`src/hw/rtl/heightmap_window_smooth_defines.svh`:
```
// Assertion macros shared by the heightmap smoothing block.
`ifndef HEIGHTMAP_WINDOW_SMOOTH_DEFINES_SVH
`define HEIGHTMAP_WINDOW_SMOOTH_DEFINES_SVH

// Assert that an antecedent implies a consequent on the next edge.
`define HWS_ASSERT_NEXT(label, clk, rst_n, ante, cons, msg) \
label: assert property (@(posedge clk) disable iff (!rst_n) (ante) |=> (cons)) \
	else $error(msg);

// Assert that an antecedent implies a consequent on the same edge.
`define HWS_ASSERT_NOW(label, clk, rst_n, ante, cons, msg) \
label: assert property (@(posedge clk) disable iff (!rst_n) (ante) |-> (cons)) \
	else $error(msg);

`endif

```
`src/hw/rtl/hws_div.sv`:
```
`timescale 1ns / 1ps
`default_nettype none
// Restoring signed divider, one quotient bit per cycle, truncating toward zero.
module hws_div #(
	parameter int NUM_W = 40,
	parameter int DEN_W = 13
) (
	input  wire logic                    clk,
	input  wire logic                    arst_n,
	input  wire logic                    start,
	input  wire logic signed [NUM_W-1:0] num,
	input  wire logic [DEN_W-1:0]        den,
	output logic                         busy,
	output logic                         done,
	output logic signed [NUM_W-1:0]      quot
);
	localparam int CNT_W = $clog2(NUM_W + 1);

	logic [NUM_W-1:0] mag_q;
	logic [NUM_W-1:0] quo_q;
	logic [DEN_W:0]   rem_q;
	logic [DEN_W-1:0] den_q;
	logic             neg_q;
	logic [CNT_W-1:0] cnt_q;
	logic [DEN_W:0]   trial;
	logic [DEN_W:0]   diff;

	assign trial = {rem_q[DEN_W-1:0], mag_q[NUM_W-1]};
	assign diff  = trial - {1'b0, den_q};
	assign quot  = neg_q ? -$signed(quo_q) : $signed(quo_q);

	always_ff @(posedge clk or negedge arst_n) begin
		if (!arst_n) begin
			busy  <= 1'b0;
			done  <= 1'b0;
			cnt_q <= '0;
		end else begin
			done <= 1'b0;
			if (start) begin
				busy  <= 1'b1;
				cnt_q <= CNT_W'(NUM_W);
			end else if (busy) begin
				cnt_q <= cnt_q - 1'b1;
				if (cnt_q == CNT_W'(1)) begin
					busy <= 1'b0;
					done <= 1'b1;
				end
			end
		end
	end

	always_ff @(posedge clk) begin
		if (start) begin
			mag_q <= num[NUM_W-1] ? NUM_W'(-num) : NUM_W'(num);
			neg_q <= num[NUM_W-1];
			den_q <= den;
			rem_q <= '0;
			quo_q <= '0;
		end else if (busy) begin
			mag_q <= {mag_q[NUM_W-2:0], 1'b0};
			if (!diff[DEN_W]) begin
				rem_q <= diff;
				quo_q <= {quo_q[NUM_W-2:0], 1'b1};
			end else begin
				rem_q <= trial;
				quo_q <= {quo_q[NUM_W-2:0], 1'b0};
			end
		end
	end
endmodule
`default_nettype wire

```
`config.mk`:
```
export PLATFORM = sky130hd
export DESIGN_NAME = hws_div
export DESIGN_NICKNAME = d
export VERILOG_FILES = /design/src/hw/rtl/heightmap_window_smooth_defines.svh /design/src/hw/rtl/hws_div.sv
export SDC_FILE = /design/constraint.sdc
export NUM_CORES = 1
export LEC_CHECK = 0
export BUFFER_PORTS_ARGS = -buffer_cell sky130_fd_sc_hd__buf_4
export CORE_MARGIN = 4
export CORE_UTILIZATION = 40
export CTS_CLUSTER_DIAMETER = 200
export DETAILED_ROUTE_END_ITERATION = 16
export SLEW_MARGIN = 10
export SYNTH_ARGS = -nofsm -noshare
export SYNTH_HDL_FRONTEND = slang
export SYNTH_SLANG_ARGS = --single-unit
```
`constraint.sdc`:
```
create_clock -name clk -period 5.65 [get_ports clk]
set_input_delay 1.13 -clock clk [delete_from_list [all_inputs] [get_ports clk]]
set_output_delay 1.13 -clock clk [all_outputs]
set_load 0.005 [all_outputs]
```
# == Word-level counts from Yosys, hierarchy flattened ==
# Cells that the tools add are included.
# W data, S select, Z words.
# op_classes
n_addsub,4
eq_ne,1
muxes,14
n_reduce_logical,1
# ops
cell,count
$mux W40,4
$neg A40 Y40,2
$sub A14 B13 Y14,1
$mux W13,1
$mux W6,2
$mux W1,7
$eq A6 B1 Y1 const B,1
$sub A6 B1 Y6 const B,1
$reduce_bool A2 Y1,1
# word_totals
register_bits,115
inputBits,56
output_inout_bits,42
elab_cells,28

# == Logic depth before layout (Yosys ltp) ==
# Gate-level depths: netlist of run 1.
# logic_depth
ltp_word,4
depth_mapped,11
mapped_depth_nobuf,11

# == Least setup slack after synthesis of run 1 ==
# No wires, ideal clock.
# synth_timing
path_type,register -> output
from,register quo_q[14]
to,output quot[29]
arrival_time_ns,2.492
required_time_ns,4.520
slack_ns,2.028
stages_incl_launch_ff,9
path_buffers,1
path_cell_list,dfxtp_1 -> or4_1 -> or3_1 -> nor3_2 -> nand2_1 -> or4_1 -> buf_2 -> o31ai_1 -> xnor2_1
# synth_between
elab_chain_len,2
# synth_rtl
item,line,rtl
from (decl),hws_div.sv:20,logic [NUM_W-1:0] quo_q;
from (signal assigned),hws_div.sv:63,"quo_q <= {quo_q[NUM_W-2:0], 1'b1};"
from (signal assigned),hws_div.sv:66,"quo_q <= {quo_q[NUM_W-2:0], 1'b0};"
$neg A40 Y40,hws_div.sv:30,assign quot = neg_q ? -$signed(quo_q) : $signed(quo_q);
$mux W40,hws_div.sv:30,
to (decl),hws_div.sv:15,output logic signed [NUM_W-1:0] quot
# No other way between the ends.

# == Worst setup path in the final report of run 1 ==
# layout_timing
from,register quo_q[14]
to,output quot[37]
# The elaborated chain is that of the path after synthesis.

==> results.py, run 1 <==
metrics = {
    "outcome": {
        "outcome": "finished, final reports clean",
    },
    "clocking": {
        "root_buffer": "clkbuf_16",
        "clock_latency_ns": 0.41,
        "cts_setup_buffers": 0,
        "cts_max_level": 4,
        "clk_pin_slew_ns": 0.05,
        "clock_sink_count": 115,
        "cts_buffer_depth": 2,
        "numCtsBuffers": 17,
        "cts-resized-gates": 0,
        "cts_tree": "done",
        "hold_buffers": 0,
    },
    "sta": {
        "report.final.slew_viol_count": 0,
        "holdWs_ns": 0.503,
        "grt_setup_unrepaired": "no",
        "max_freq_mhz": 228,
        "final-hold-violation-count": 0,
        "slew_headroom_pct": 22.6,
        "finalCritPeriodShare_pct": 77.5,
        "fin_worst_skew_ns": 0.00646,
        "finalSetupTns_ns": 0,
        "worst_pin_slew_ns": 1.16,
        "finalCriticalPeriod_ns": 4.38,
        "finalSetupViolCount": 0,
    },
    "floorplanning": {
        "die_y_um": 137,
        "die_area_mm2": 0.0188,
        "core.rowCount": 46,
        "start_util_pct": 41.4,
        "core_mm2": 0.0161,
        "io_pins": 98,
        "fp.dieW_um": 137,
    },
    "yosys": {
        "synth_nets": 757,
        "async_flop_share_pct": 6.96,
        "synth_ff_type": "edfxtp_1",
        "synth_top_area_cell": "edfxtp_1",
        "yosysUniqueCellTypes": 64,
        "yosysWarnings": 0,
        "syn_area_per_cell_um2": 9.77,
        "synth_top_cell_area_share_pct": 24.3,
        "ys_ff_latch": 115,
        "syn_area_mm2": 0.00667,
        "synth_edf_count": 54,
        "syn-instance-count": 683,
        "ys_top_cells_by_area": "edfxtp_1 (24%), dfxtp_1 (16%), mux2i_1 (6.9%)",
        "seq_area_frac_synth_pct": 43.2,
    },
    "setup_path": {
        "slowest_delay_ns": 0.66,
        "cp_max_fo": 7,
        "crit_buf_inv": 1,
        "r2r_slack_ns": 2.38,
        "crit_chain": "or4_1 -> or3_1 -> nor3_2 -> nand2_1 -> or4_1 -> o41ai_2 -> xnor2_1 -> buf_4",
        "start_kind": "register",
        "cp_slowest_cell": "or4_1",
        "arrival_ns": 3.25,
        "r2r_cells": 9,
        "r2r-start": "den_q[6]",
        "end_kind": "output pin",
        "crit_type": "reg -> out",
        "timing.rr.end": "rem_q[5]",
        "crit_top_cell": "or4_1",
        "required_ns": 4.52,
        "critPathTopFamily": "simple AND/OR/NAND/NOR gates",
    },
    "power_and_ir_drop": {
        "ir_drop_mv": 0.221,
        "pwr-share-seq_pct": 44.4,
        "netSwitchingPower_mw": 0.516,
        "cellPowerDensity_mw_per_mm2": 269,
        "comb_power_share_pct": 10.0,
        "swShare_pct": 23.7,
        "clkPwrFrac_pct": 45.6,
        "internal_power_mw": 1.66,
        "power.leakage_nw": 3.57,
    },
    "global_route": {
        "top_usage_layer": "met2",
        "grtUsageMet1_pct": 20.7,
        "grt_max_degree": 93,
        "grt_pass1_wl_um": 23300,
        "grt.met3_usage_pct": 5.00,
        "track_usage_pct": 15.5,
        "grt_pass1_vias": 4914,
        "overflow": 0,
        "met2_usage_pct": 23.9,
        "antenna_found_initial": 0,
    },
    "layout": {
        "mostFrequentLayoutCells": "nor2_1 (100), buf_4 (100), edfxtp_1 (54), dfxtp_1 (53), xnor2_1 (51)",
        "fill_cells": 1532,
        "drive_above_1_share_pct": 19.8,
        "fin_util_pct": 50.2,
        "nets": 839,
        "area_growth_pct": 21.1,
        "n_antenna_cell": 0,
        "stdcell_area_mm2": 0.00808,
    },
    "detailed_routing": {
        "drt_iter0_markers": 251,
        "totalWireLength_um": 14300,
        "drc_errors": 0,
        "wire_per_inst_um": 14.4,
        "vias": 5217,
        "firstDrtPassIters": 5,
        "viasPerCell": 5.25,
        "ant_nets": 0,
    },
    "worst_hold_path": {
        "hold_depth": 2,
        "hold_path.class": "reg -> reg",
        "min_to": "rem_q[5]",
        "worstHoldStart": "rem_q[5]",
    },
    "placement": {
        "dpl_cell_area_mm2": 0.00753,
        "numPortBuffers": 97,
        "hpwlAfterDp_um": 10100,
        "place_congestion": 0.837,
    },
    "job": {
        "drv_cap": 0,
    },
}
==> synthesized netlist by cell type (all sizes together), types with 8 or more instances <==
library cell and n:
inv 23, edfxtp 54, or4 16, xnor2 51
clkbuf 30, nor2 100, o31ai 21, mux2i 46
ha 17, xor2 38, o21ai 33, dfrtp 8
nand2 30, dfxtp 53, a211oi 9, a21oi 44
o41ai 14, nand2b 8, or3 13
==> cell families (layout without fill, tap and decap cells) <==
| group | Yosys count | count (layout) | share of synthesized area (%) |
|---|---|---|---|
| and+or+nand+nor | 203 | 203 | 15.7 |
| AOI/OAI and AO/OA | 148 | 148 | 14.6 |
| DFF | 115 | 115 | 43.2 |
| xor gates and xnor gates | 89 | 89 | 11.7 |
| buffers and inverters | 60 | 155 | 3.71 |
| muxes | 50 | 50 | 7.63 |
| adders and majority gates | 18 | 18 | 3.49 |
==> registers in the layout, summed over array words and instances, names as in the netlist <==
register,flops
den_q,13
done,1
neg_q,1
mag_q,40
busy,1
rem_q,13
cnt_q,6
quo_q,40
==> final cells by class <==
class,count,area [um2],share of cell area (%)
clock buffer,23,500,6.19
clock inverter,9,48.8,0.604
inverter,23,86.3,1.07
multi-input combinational,508,3540,43.8
sequential,115,2880,35.7
tap,216,270,3.34
timing repair buffer,100,751,9.29
==> metrics by stage <==
stage	total power [mW]	instances	setup WS, ns
after CTS	2.20	994	1.23
after global placement	1.19	962	1.73
after detailed placement	1.20	962	1.68
final	2.17	994	1.27
after global routing	2.27	994	1.06
after floorplan	1.12	683	2.03
==> how the worst max path moves through the flow <==
stage                   start        end  slack [ns]  cells after the start
finish              quo_q[14]   quot[37]        1.27                      8
global route        quo_q[14]   quot[29]        1.06                      8
CTS                 quo_q[14]   quot[29]        1.23                      8
detailed placement  quo_q[14]   quot[29]        1.68                      8
global placement       num[6]  mag_q[33]        1.73                      8
floorplan           quo_q[14]   quot[29]        2.03                      8
==> routing by layer <==
layer / vias to the layer above / part of all wire [%]
met4: 0 / 1.3
met2: 135 / 45
met1: 2440 / 47
met3: 18 / 6.6
li1: 2624 / -
met5: - / 0
==> worst reg2reg max path, cell delays in order, from the launching register on <==
cell	delay (ns)
edfxtp_1	0.32
inv_1	0.04
ha_1	0.36
a211oi_1	0.31
o21bai_1	0.19
or3_1	0.33
o221a_2	0.26
nor2_1	0.89
mux2i_1	0.31
a211oi_1	0.09
==> power by group through the flow <==
| stage | Combinational, mW | Clock (mW) | Sequential, mW |
|---|---|---|---|
| 6_report | 0.218 | 0.991 | 0.965 |
| 3_3_place_gp | 0.212 | 0 | 0.978 |
| 3_5_place_dp | 0.219 | 0 | 0.981 |
| 5_1_grt | 0.245 | 1.05 | 0.970 |
| 2_1_floorplan | 0.152 | 0 | 0.969 |
| 4_1_cts | 0.220 | 1.02 | 0.965 |
Note: power is estimated with default switching activity, not from simulation.
==> run 2: changes to the inputs <==
==> constraint.sdc (replaced) <==
create_clock -name clk -period 4.1 [get_ports clk]
set_input_delay 0.82 -clock clk [delete_from_list [all_inputs] [get_ports clk]]
set_output_delay 0.82 -clock clk [all_outputs]
set_load 0.005 [all_outputs]
==> run 2 against run 1 <==
  * Routed wire length rose by 1.2%
  * Core utilization up 0.69 points
  * Worst hold slack worse by 0.28 ns
  * Critical path depth fell by 1
  * Largest cell class unchanged
  * Highest routed layer unchanged
  * Clock power increased by 36%
  * Clock-buffer cell count up 5
  * Clock skew is essentially flat
  * First-iteration DRC count grew 9.2%
  * Die area is the same
  * Critical endpoint is now quot[39]
  * Combinational power up 42%
  * Non-clock buffer count grew 4
  * Cell count rose by 0.40%
==> results.py, run 2 (synthesis gave the netlist of run 1 again) <==
metrics = {
    "sta": {
        "slew_headroom_pct": 37.1,
        "finalCritPeriodShare_pct": 96.9,
        "max_freq_mhz": 252,
        "final-hold-violation-count": 0,
        "finalSetupTns_ns": 0,
        "finalSetupViolCount": 0,
        "finalCriticalPeriod_ns": 3.97,
        "fin_worst_skew_ns": 0.00656,
        "worst_pin_slew_ns": 0.943,
        "report.final.slew_viol_count": 0,
    },
    "power_and_ir_drop": {
        "comb_power_share_pct": 10.4,
        "internal_power_mw": 2.31,
        "clkPwrFrac_pct": 45.3,
        "finalPower_mw": 2.99,
        "pwr-share-seq_pct": 44.3,
        "cellPowerDensity_mw_per_mm2": 365,
        "ir_drop_mv": 0.286,
        "netSwitchingPower_mw": 0.681,
        "swShare_pct": 22.8,
        "power.leakage_nw": 3.58,
    },
    "floorplanning": {
        "start_util_pct": 41.4,
        "core_mm2": 0.0161,
        "core.rowCount": 46,
        "die_area_mm2": 0.0188,
        "io_pins": 98,
        "fp.dieW_um": 137,
        "die_y_um": 137,
    },
    "clocking": {
        "clk_pin_slew_ns": 0.05,
        "cts_buffer_depth": 2,
        "clock_sink_count": 115,
        "cts_max_level": 4,
        "clock_latency_ns": 0.41,
        "root_buffer": "clkbuf_16",
        "numCtsBuffers": 17,
        "cts_tree": "done",
    },
    "detailed_routing": {
        "wire_per_inst_um": 14.5,
        "viasPerCell": 5.20,
        "totalWireLength_um": 14500,
        "firstDrtPassIters": 5,
        "drc_errors": 0,
        "drt_iter0_markers": 274,
        "vias": 5190,
        "ant_nets": 0,
    },
    "layout": {
        "register_area_mm2": 0.00289,
        "final_common_cell": "buf_4",
        "multi_input_area_mm2": 0.00362,
        "fill_cells": 1522,
        "layout.cells.non_filler": 998,
        "n_antenna_cell": 0,
        "area_growth_pct": 22.8,
        "drive_above_1_share_pct": 21.4,
        "fin_util_pct": 50.8,
        "top_regs": "mag_q x40, quo_q x40",
        "mostFrequentLayoutCells": "buf_4 (104), nor2_1 (100), edfxtp_1 (54), dfxtp_1 (52), xnor2_1 (51)",
        "nets": 843,
    },
    "job": {
        "drv_cap": 0,
    },
    "setup_path": {
        "required_ns": 3.28,
        "slowest_delay_ns": 0.58,
        "start_kind": "register",
        "cp_max_fo": 7,
        "r2r-start": "den_q[6]",
        "crit_buf_inv": 1,
        "cp.depth": 7,
        "r2r_cells": 10,
        "cp_slowest_cell": "or4_4",
        "critPathTopFamily": "simple AND/OR/NAND/NOR gates",
        "end_kind": "output pin",
        "crit_type": "reg -> out",
        "arrival_ns": 3.15,
        "worstSetupStartpoint": "quo_q[27]",
        "crit_chain": "or4_4 -> or3_1 -> or3_4 -> or4_1 -> o31ai_4 -> xnor2_1 -> buf_4",
    },
    "global_route": {
        "grt_pass1_vias": 5012,
        "antenna_found_initial": 0,
        "overflow": 0,
        "grt_pass1_wl_um": 23800,
        "grt_max_degree": 97,
        "track_usage_pct": 15.7,
    },
    "placement": {
        "dp.cells": 965,
        "numPortBuffers": 97,
        "place_congestion": 0.836,
        "hpwlAfterDp_um": 10200,
    },
    "worst_hold_path": {
        "hold_path.class": "in -> async",
    },
    "outcome": {
        "outcome": "finished, final reports clean",
    },
}
==> run 2: changes by cell type in the layout (fill, tap and decap cells not counted), sizes merged <==
cell      delta
clkinv       -1
clkbuf       +5
buf          +4
inv          -3
clkinvlp     -1
==> run 2: worst paths after layout <==
| kind | endpoint | slack [ns] |
|---|---|---|
| max | quot[39] | 0.13 |
| min | cnt_q[2] | 0.22 |
| max reg2reg | rem_q[4] | 1.06 |
| min reg2reg | rem_q[5] | 0.50 |
| max in group asynchronous | busy | 3.74 |
| min in group clk | rem_q[5] | 0.50 |
==> run 2: final cells by class <==
cell class                      count  share of cell area [%]
Timing Repair Buffer              104                    9.53
Inverter                           23                    1.05
Clock buffer                       28                    6.46
Clock inverter                      4                   0.244
Multi-Input combinational cell    508                    44.2
Sequential cell                   115                    35.2
Tap cell                          216                    3.30
==> run 2: power groups by stage <==
| stage | registers (mW) | clock network, mW | logic, mW |
|---|---|---|---|
| global route | 1.33 | 1.45 | 0.350 |
| finish | 1.32 | 1.35 | 0.310 |
| global placement | 1.34 | 0 | 0.299 |
| detailed placement | 1.35 | 0 | 0.308 |
| CTS | 1.32 | 1.39 | 0.310 |
| floorplan | 1.33 | 0 | 0.210 |
==> run 2: worst register-to-register path: stages (launching register included) <==
cell and delay [ns]:
edfxtp_1 0.32, inv_1 0.04, ha_1 0.35, a211oi_1 0.31, o21bai_1 0.19, or3_1 0.34, o221a_2 0.27, nor2_1 0.46
buf_4 0.28, mux2i_1 0.22, a211oi_1 0.09
==> run 2: routing by layer <==
layer	global-route usage (%)	vias up	wire length, um
met5	0	-	0
met2	24.6	117	6600
met3	5.51	15	890
met1	20.7	2426	6840
met4	4.38	0	154
li1	-	2632	-
==> run 2: repair_timing <==
item                       in CTS  in global routing
buffers inserted                0                  1
pin swaps                       0                  2
setup endpoints to repair       2                  8
hold buffers                    0                  0
hold endpoints to repair        0                  0
resized for setup               1                 14
==> run 2: through the flow <==
step | area (um2) | hold WS (ns) | setup WS (ns)
after detailed placement | 7560 | 0.498 | 0.415
after floorplan | 6670 | 0.467 | 0.788
after global routing | 8190 | 0.199 | -0.0123
final | 8190 | 0.218 | 0.128
after CTS | 8110 | 0.202 | 0.0126
after global placement | 7560 | 0.483 | 0.489
==> run 3: changes to the inputs <==
--- a/config.mk
+++ b/config.mk
@@ -5,6 +5,7 @@
 export SDC_FILE = /design/constraint.sdc
 export NUM_CORES = 1
 export LEC_CHECK = 0
+export ABC_AREA = 1
 export BUFFER_PORTS_ARGS = -buffer_cell sky130_fd_sc_hd__buf_4
 export CORE_MARGIN = 4
 export CORE_UTILIZATION = 40
==> run 3 against run 2 <==
  * First-iteration DRC count is 110% higher
  * Setup slack improved by 0.88 ns
  * Sequential power is 7% higher
  * Largest power group is now combinational cells
==> results.py, run 3 <==
metrics = {
    "power_and_ir_drop": {
        "cellPowerDensity_mw_per_mm2": 481,
        "power.leakage_nw": 4.48,
        "ir_drop_mv": 0.240,
    },
    "detailed_routing": {
        "firstDrtPassIters": 5,
        "drt_iter0_markers": 582,
        "vias": 7053,
        "ant_nets": 0,
        "drc_errors": 0,
        "viasPerCell": 5.02,
        "wire_per_inst_um": 14.0,
        "totalWireLength_um": 19600,
    },
    "yosys": {
        "synth_most_common_cell": "nand2_1",
        "synth_ff_type": "edfxtp_1",
        "synth_edf_count": 54,
        "synth_common_cells": "nand2_1 (317), inv_1 (125), nor2_1 (109), nand3_1 (100), edfxtp_1 (54)",
        "async_flop_share_pct": 6.96,
        "yosysUniqueCellTypes": 44,
        "synth_nets": 1138,
        "synth_top_cell_area_share_pct": 21.4,
        "seq_area_frac_synth_pct": 38.1,
        "ys_ff_latch": 115,
        "syn_area_mm2": 0.00757,
        "syn-instance-count": 1064,
        "ys_top_cells_by_area": "edfxtp_1 (21%), nand2_1 (16%), dfxtp_1 (14%)",
        "syn_area_per_cell_um2": 7.11,
        "synth_top_area_cell": "edfxtp_1",
        "yosysWarnings": 0,
    },
    "sta": {
        "slew_headroom_pct": 53.5,
        "report.final.slew_viol_count": 0,
        "final-hold-violation-count": 0,
        "holdWs_ns": 0.224,
        "grt_setup_unrepaired": "no",
        "max_freq_mhz": 324,
        "worst_pin_slew_ns": 0.697,
        "fin_worst_skew_ns": 0.00967,
        "finalSetupViolCount": 0,
        "finalSetupTns_ns": 0,
        "finalCriticalPeriod_ns": 3.09,
        "finalCritPeriodShare_pct": 75.3,
    },
    "placement": {
        "numPortBuffers": 97,
        "place_congestion": 0.907,
        "hpwlAfterDp_um": 14900,
    },
    "setup_path": {
        "start_kind": "register",
        "arrival_ns": 2.27,
        "cp_max_fo": 4,
        "r2r-start": "mag_q[39]",
        "worstSetupStartpoint": "quo_q[8]",
        "required_ns": 3.28,
        "end_kind": "output pin",
        "crit_type": "reg -> out",
    },
    "clocking": {
        "clock_latency_ns": 0.42,
        "cts-resized-gates": 0,
        "clk_pin_slew_ns": 0.05,
        "cts_setup_buffers": 0,
        "cts_tree": "done",
        "cts_max_level": 4,
        "numCtsBuffers": 17,
        "root_buffer": "clkbuf_16",
        "cts_buffer_depth": 2,
        "hold_buffers": 0,
        "clock_sink_count": 115,
    },
    "global_route": {
        "grt_pass1_vias": 6620,
        "antenna_found_initial": 0,
        "overflow": 0,
        "grt_max_degree": 46,
        "track_usage_pct": 18.8,
        "grt_pass1_wl_um": 32800,
    },
    "floorplanning": {
        "io_pins": 98,
        "core_mm2": 0.0186,
        "die_area_mm2": 0.0212,
        "die_y_um": 146,
        "fp.dieW_um": 146,
        "core.rowCount": 50,
        "start_util_pct": 40.6,
    },
    "layout": {
        "mostFrequentLayoutCells": "nand2_1 (317), inv_1 (125), nor2_1 (109), buf_4 (104), nand3_1 (100)",
        "area_growth_pct": 19.3,
        "n_antenna_cell": 0,
        "final_common_cell": "nand2_1",
        "drive_above_1_share_pct": 15.5,
        "top_regs": "mag_q x40, quo_q x40",
        "nets": 1231,
    },
    "worst_hold_path": {
        "hold_path.class": "in -> async",
    },
    "job": {
        "drv_cap": 0,
    },
    "outcome": {
        "outcome": "finished, final reports clean",
    },
}
[run 3: cell types whose count changed in the layout (fill, tap and decap cells not counted), moves of 32 or more]
cell     change
inv_1      +102
mux2i_1     -46
o22ai_1     +40
nand2_1    +287
nand3_1     +96
a21oi_1     -32
xnor2_1     -44
[run 3: power breakdown]
part,switching (mW),internal [mW]
logic,0.969,0.680
registers,0.0799,1.33
clock network,0.508,0.773
[run 3: critical path, cell delays in order, from the launching register on]
cell and delay, ns:
dfxtp_1 0.34, nor2_1 0.25, nand2_1 0.11, nor2_2 0.17, nand2_1 0.12, o21ai_1 0.28, nand3_1 0.16, xor2_1 0.26
buf_4 0.16
[run 3: metrics by stage]
| stage | instances | power, mW | utilization [%] | instance area, um2 | setup WS [ns] |
|---|---|---|---|---|---|
| 2_1_floorplan | 1064 | 2.51 | - | 7570 | 1.38 |
| 3_3_place_gp | 1372 | 3.06 | 45.7 | 8510 | 1.22 |
| 3_5_place_dp | 1372 | 3.07 | 45.7 | 8510 | 1.21 |
| 6_report | 1404 | 4.34 | 48.4 | 9030 | 1.01 |
| 5_1_grt | 1404 | 4.65 | 48.4 | 9030 | 0.742 |
| 4_1_cts | 1404 | 4.38 | 48.4 | 9030 | 0.981 |
[run 3: worst paths after layout]
| kind | depth (start not counted) | slack (ns) | to |
|---|---|---|---|
| min in group clk | 2 | 0.47 | rem_q[2] |
| worst min-delay path | 1 | 0.22 | cnt_q[5] |
| worst min register to register | 2 | 0.47 | rem_q[2] |
| worst max register to register | 13 | 1.91 | rem_q[6] |
| worst max-delay path | 8 | 1.01 | quot[37] |
| max in group asynchronous | 1 | 3.74 | cnt_q[1] |
[run 3: cell families after synthesis]
family	after synthesis	share of synthesized area (%)
flip-flops	115	38.1
AND/OR/NAND/NOR	603	35.4
buffers and inverters	158	8.02
AO/OA/AOI/OAI	116	9.18
adder cells (fa/ha/maj)	18	3.08
XOR/XNOR	54	6.25
[run 3: layout make-up]
cell class | count | area, um2
clock inverters | 12 | 66.3
clock buffers | 20 | 447
well taps | 234 | 293
multi-input cells | 791 | 4080
repair buffers | 104 | 781
flip-flops and latches | 115 | 2880
inverters | 128 | 480
fillers | 1897 | 9620
[run 3: layer usage]
| layer | share of wire [%] | vias to the layer above | wire length, um | global-route usage, % |
|---|---|---|---|---|
| met5 | 0 | - | 0 | 0 |
| met2 | 44 | 170 | 8620 | 28.5 |
| met4 | 1.1 | 0 | 220 | 5.18 |
| met3 | 4.5 | 20 | 887 | 3.96 |
| met1 | 50 | 3195 | 9900 | 27.1 |
| li1 | - | 3668 | - | - |
